### src/rtl/bpa_pkg.sv
`timescale 1ns / 1ps

package bpa_pkg;

    // heap geometry
    localparam int MAX_ORDER = 10;
    localparam int NUM_PAGES = 1 << MAX_ORDER;
    localparam int PAGE_W    = MAX_ORDER;
    localparam int ORD_W     = 4;
    localparam int SIZE_W    = 20;
    localparam int BYTES_W   = SIZE_W + 1;
    localparam int WORD_LOG  = 5;
    localparam int WORD_BITS = 1 << WORD_LOG;
    localparam int NUM_WORDS = NUM_PAGES / WORD_BITS;
    localparam int WADDR_W   = MAX_ORDER - WORD_LOG;

    // request kinds and result codes
    localparam logic KIND_ALLOC = 1'b0;
    localparam logic KIND_FREE  = 1'b1;
    localparam logic STATUS_OK  = 1'b0;
    localparam logic STATUS_OOM = 1'b1;

    typedef enum logic [3:0] {
        S_IDLE,
        S_SIZE,
        S_SCAN_A,
        S_SCAN_B,
        S_ORD_RD,
        S_ORD_LOAD,
        S_MARK_RD,
        S_MARK_WR,
        S_DONE
    } t_state;

    typedef struct packed {
        logic load;
        logic size_step;
        logic scan_start;
        logic scan_step;
        logic phase_b;
        logic mark_start;
        logic mark_rd;
        logic mark_wr;
        logic ord_rd;
        logic ord_wr;
        logic set_oom;
        logic out_load;
    } t_cmd;

    typedef struct packed {
        logic req_fit;
        logic req_last;
        logic scan_done;
        logic found;
        logic mark_last;
        logic out_full;
    } t_sts;

endpackage

### src/rtl/bpa_ctrl.sv
`timescale 1ns / 1ps

module bpa_ctrl (
    input  logic          i_clk,
    input  logic          i_rst_n,
    input  logic          i_valid,
    input  logic          i_kind,
    input  bpa_pkg::t_sts i_sts,
    output logic          o_stall,
    output bpa_pkg::t_cmd o_cmd
);

    bpa_pkg::t_state r_state;
    bpa_pkg::t_state n_state;

    // state register
    always_ff @(posedge i_clk) begin
        if (!i_rst_n) begin
            r_state <= bpa_pkg::S_IDLE;
        end else begin
            r_state <= n_state;
        end
    end

    // next state and commands
    always_comb begin
        n_state = r_state;
        o_cmd   = '0;
        o_stall = 1'b1;
        unique case (r_state)
            bpa_pkg::S_IDLE: begin
                o_stall = 1'b0;
                if (i_valid) begin
                    o_cmd.load = 1'b1;
                    n_state = (i_kind == bpa_pkg::KIND_FREE) ? bpa_pkg::S_ORD_RD
                                                             : bpa_pkg::S_SIZE;
                end
            end
            bpa_pkg::S_SIZE: begin
                o_cmd.size_step = 1'b1;
                if (i_sts.req_fit) begin
                    o_cmd.scan_start = 1'b1;
                    n_state = bpa_pkg::S_SCAN_A;
                end else if (i_sts.req_last) begin
                    o_cmd.set_oom = 1'b1;
                    n_state = bpa_pkg::S_DONE;
                end
            end
            bpa_pkg::S_SCAN_A: begin
                if (i_sts.scan_done) begin
                    o_cmd.scan_start = 1'b1;
                    n_state = bpa_pkg::S_SCAN_B;
                end else begin
                    o_cmd.scan_step = 1'b1;
                end
            end
            bpa_pkg::S_SCAN_B: begin
                o_cmd.phase_b = 1'b1;
                if (i_sts.scan_done) begin
                    if (i_sts.found) begin
                        o_cmd.mark_start = 1'b1;
                        o_cmd.ord_wr = 1'b1;
                        n_state = bpa_pkg::S_MARK_RD;
                    end else begin
                        o_cmd.set_oom = 1'b1;
                        n_state = bpa_pkg::S_DONE;
                    end
                end else begin
                    o_cmd.scan_step = 1'b1;
                end
            end
            bpa_pkg::S_ORD_RD: begin
                o_cmd.ord_rd = 1'b1;
                n_state = bpa_pkg::S_ORD_LOAD;
            end
            bpa_pkg::S_ORD_LOAD: begin
                o_cmd.mark_start = 1'b1;
                n_state = bpa_pkg::S_MARK_RD;
            end
            bpa_pkg::S_MARK_RD: begin
                o_cmd.mark_rd = 1'b1;
                n_state = bpa_pkg::S_MARK_WR;
            end
            bpa_pkg::S_MARK_WR: begin
                o_cmd.mark_wr = 1'b1;
                n_state = i_sts.mark_last ? bpa_pkg::S_DONE : bpa_pkg::S_MARK_RD;
            end
            bpa_pkg::S_DONE: begin
                if (!i_sts.out_full) begin
                    o_cmd.out_load = 1'b1;
                    n_state = bpa_pkg::S_IDLE;
                end
            end
            default: begin
                n_state = bpa_pkg::S_IDLE;
            end
        endcase
    end

`ifndef NO_ASSERTIONS
    a_done_leaves: assert property (@(posedge i_clk) disable iff (!i_rst_n)
        (r_state == bpa_pkg::S_DONE) && !i_sts.out_full |=> (r_state == bpa_pkg::S_IDLE))
        else $error("result slot free but request not retired");
`endif

endmodule

### config.mk
export PLATFORM = sky130hd
export DESIGN_NAME = bpa_ctrl
export DESIGN_NICKNAME = d
export VERILOG_FILES = /design/src/rtl/bpa_pkg.sv /design/src/rtl/bpa_ctrl.sv
export SDC_FILE = /design/constraint.sdc
export NUM_CORES = 1
export LEC_CHECK = 0
export ABC_AREA = 1
export CORE_AREA = 2 2 39 41
export CTS_CLUSTER_DIAMETER = 120
export DETAILED_ROUTE_END_ITERATION = 10
export DIE_AREA = 0 0 41 43
export DONT_BUFFER_PORTS = 1
export MAX_ROUTING_LAYER = met4
export PLACE_DENSITY = 0.42
export RECOVER_POWER = 100
export SYNTH_ARGS = -nofsm -noshare
export SYNTH_HDL_FRONTEND = slang
export SYNTH_SLANG_ARGS = --single-unit
export TNS_END_PERCENT = 1
### constraint.sdc
create_clock -name i_clk -period 1.5 [get_ports i_clk]
set_input_delay 0.45 -clock i_clk [delete_from_list [all_inputs] [get_ports i_clk]]
set_output_delay 0.45 -clock i_clk [all_outputs]
set_load 0.005 [all_outputs]
* After elaboration in Yosys (flattened, before gate mapping)
Index checks and enable logic that the tools add are counted.
Storage, ports and cells: register bits 4, output and inout port bits 13, logic and storage cells 51
Cells by class: equal/unequal tests 13, mux-type cells 34, reductions and logical operators 3
Operators by type and width (count):
- $pmux W4 S9 | 1
- $mux W4 | 8
- $mux W1 | 20
- $eq A4 B3 Y1 const B | 4
- $eq A4 B2 Y1 const B | 2
- $ne A2 B2 Y1 const B | 4
- $pmux W1 S2 | 3
- $reduce_and A5 Y1 | 1
- $eq A4 B1 Y1 const B | 1
- $eq A4 B4 Y1 const B | 1
- $logic_not A4 Y1 | 1
- $mux W3 | 1
- $ne A3 B3 Y1 const B | 1
- $mux W2 | 1
- $reduce_or A2 Y1 | 1

* Logic depth before layout (Yosys ltp)
word-level depth 3, depth in mapped cells 9

* Least setup slack after synthesis
OpenSTA, ideal clock, no wires.
kind reg-to-output, start register r_state[1], end output port o_cmd[6] in the netlist's numbering, arrival time 0.966 ns, slack 0.084 ns, stages on the path, launching flop included 7, path buffers 1, cells stage by stage dfxtp_1 -> buf_6 -> nand2_1 -> inv_1 -> nand3_1 -> nor2_1 -> or2_2
RTL lines:
- start, declared | RTL line bpa_ctrl.sv:13 | bpa_pkg::t_state r_state;
- start signal, assigned | RTL line bpa_ctrl.sv:19 | r_state <= bpa_pkg::S_IDLE;
- start signal, assigned | RTL line bpa_ctrl.sv:21 | r_state <= n_state;
- end, declared | RTL line bpa_ctrl.sv:10 | output bpa_pkg::t_cmd o_cmd

==> out/results.ini <==
[synth]
yosys_warnings=0
synth-seq-area-share_pct=19.9
ys_types=19
postSynthCellCount=74
syn-num-nets=84
syn_area_per_cell_um2=5.43
ys_ff_latch=4
netlist_area_um2=402

[critical_path]
reg2reg_depth=6
crit_fanout=6
cp.required_ns=1.05
cp-start-kind=register
reg2reg_slack_ns=0.22
r2r_end=r_state[1]$_SDFFE_PN0P_
timing.rr.start=r_state[1]$_SDFFE_PN0P_
cp-end-kind=output pin
worstSetupPathType=reg2out
cp.arrival_ns=1.17

[cts]
clk_latency_ns=0.24
cts_buffer_depth=2
cts_max_level=1
cts_tree=done
clock_sinks=4
path_clk_slew_ns=0.04
numCtsBuffers=3
cts_root_buf=clkbuf_4

[place]
placed_cells=97
port_buffers=0
gp_congestion=0.757
dp_hpwl_um=967

[timing]
timing.fmax_mhz=618
fin_worst_skew_ns=0.00205
fin_ws_ns=-0.119
period_needed_ns=1.62
setup_tns_ns=-0.566
drv_slew=0
grt_setup_unrepaired=yes
hold_viol=0
max_slew_margin_pct=71.6
worst_pin_slew_ns=0.422
period_share_pct=108
hold_ws_ns=0.403
finalSetupViolCount=7

[power]
p_per_area_nw_per_um2=1800
vdd_drop_max_mv=0.710
power.total_mw=1.00
p_leak_nw=0.314

[finish]
drive_gt1_share_pct=33.3
largest_reg_flops=4
fin_cells=103
syn2layout_area_growth_pct=38.9
largest-register=r_state
top_regs=r_state: 4 flops
finalNetCount=99
diodes=0
final_cell_mix=nand2_1 (15), inv_1 (13), buf_4 (11)
final_common_cell=nand2_1

[floorplan]
fp.dieH_um=43
start_util_pct=29.0
dieArea_um2=1760
io_pins=23
rows=14
core_area_um2=1380
die_width_um=41

[drt]
wl_um=1250
wl_per_cell_um=12.1
via_count=516
ant_nets=0
drtIter0Drc=8
firstDrtPassIters=4
drc=0
vias_per_cell=5.01

[global_routing]
overflow=0
grt_max_degree=7
grt_first_pass_wirelength_um=1930
grt_pass1_vias=440
antenna_found_initial=0
grtUsageTotal_pct=17.4

[outcome]
violations=setup timing
status=finished, violations left

[worst_hold_path]
holdPathEnd=r_state[0]$_SDFFE_PN0P_
hp-class=in2reg
hold_start=i_rst_n
min_path_cells=2

[flow_run]
maxCapViolations=0

[report_power, final]
part | total, mW | internal, mW | switching (mW) | leakage, nW
clock network | 0.136 | 0.0897 | 0.0462 | 0.0138
logic | 0.648 | 0.277 | 0.371 | 0.265
registers | 0.219 | 0.160 | 0.0596 | 0.0350
total | 1.00 | 0.527 | 0.477 | 0.314
[cell type report]
class                           instances  area [um2]
Timing Repair Buffer                   11        82.6
Inverter                               14        52.6
Sequential cell                         4        90.1
Multi-Input combinational cell         55         290
Clock buffer                            3        22.5
Fill cell                             178         826
Tap cell                               16        20.0
[per-layer routing]
| layer | global-route usage, % | share of wire [%] | vias up |
|---|---|---|---|
| met1 | 22.4 | 47 | 229 |
| met4 | 2.00 | 0 | 0 |
| met5 | - | 0 | - |
| met2 | 24.1 | 45 | 19 |
| li1 | - | - | 268 |
| met3 | 9.95 | 7.9 | 0 |
[cells in the mapped netlist (all sizes together)]
library cell	number	area share (%)
a21oi	3	3.7
a31oi	1	1.6
buf	1	2.8
dfxtp	4	20
inv	14	13
nand2	16	15
nand3	8	10
nand3b	1	1.9
nand4	1	1.6
nor2	14	15
nor3	4	5.0
nor4	1	1.6
o211ai	1	1.9
o21ai	2	2.5
o22ai	1	1.6
or2	2	3.1
[critical path: stages, from the launching register on]
cell and delay (ns):
dfxtp_4 0.36, buf_4 0.15, nor4_1 0.42
[cells by family after synthesis]
kind of cell           Yosys count  synth area share, %
flip-flops                       4                 19.9
buffers and inverters           15                 15.9
AO/OA/AOI/OAI                    8                 11.2
AND/OR/NAND/NOR                 47                 53.0
[timing repair]
item,in CTS,in global routing
resized for setup,10,7
gates cloned,0,0
setup buffers,2,1
hold buffers,0,0
setup endpoints to repair,11,12
endpoints found under the hold margin,0,0
pin swaps,1,1
[stage by stage]
step                utilization, %  area [um2]  worst slack [ns]
floorplan                        -         402            0.0843
global placement              34.0         470            0.0497
detailed placement            34.0         470            0.0219
CTS                           38.5         533            -0.113
global route                  40.3         558            -0.188
finish                        40.3         558            -0.119
[worst max path at each step]
| stage | startpoint | to | slack (ns) | depth (start not counted) |
|---|---|---|---|---|
| 6_report | r_state[1]$_SDFFE_PN0P_ | o_cmd[10] | -0.12 | 2 |
| 5_1_grt | r_state[2]$_SDFFE_PN0P_ | o_cmd[1] | -0.19 | 4 |
| 4_1_cts | r_state[3]$_SDFFE_PN0P_ | o_cmd[1] | -0.11 | 4 |
| 3_5_place_dp | r_state[2]$_SDFFE_PN0P_ | o_cmd[1] | 0.02 | 4 |
| 3_3_place_gp | r_state[2]$_SDFFE_PN0P_ | o_cmd[1] | 0.05 | 4 |
| 2_1_floorplan | r_state[1]$_SDFFE_PN0P_ | o_cmd[6] | 0.08 | 6 |
(Power assumes the default switching activity.)
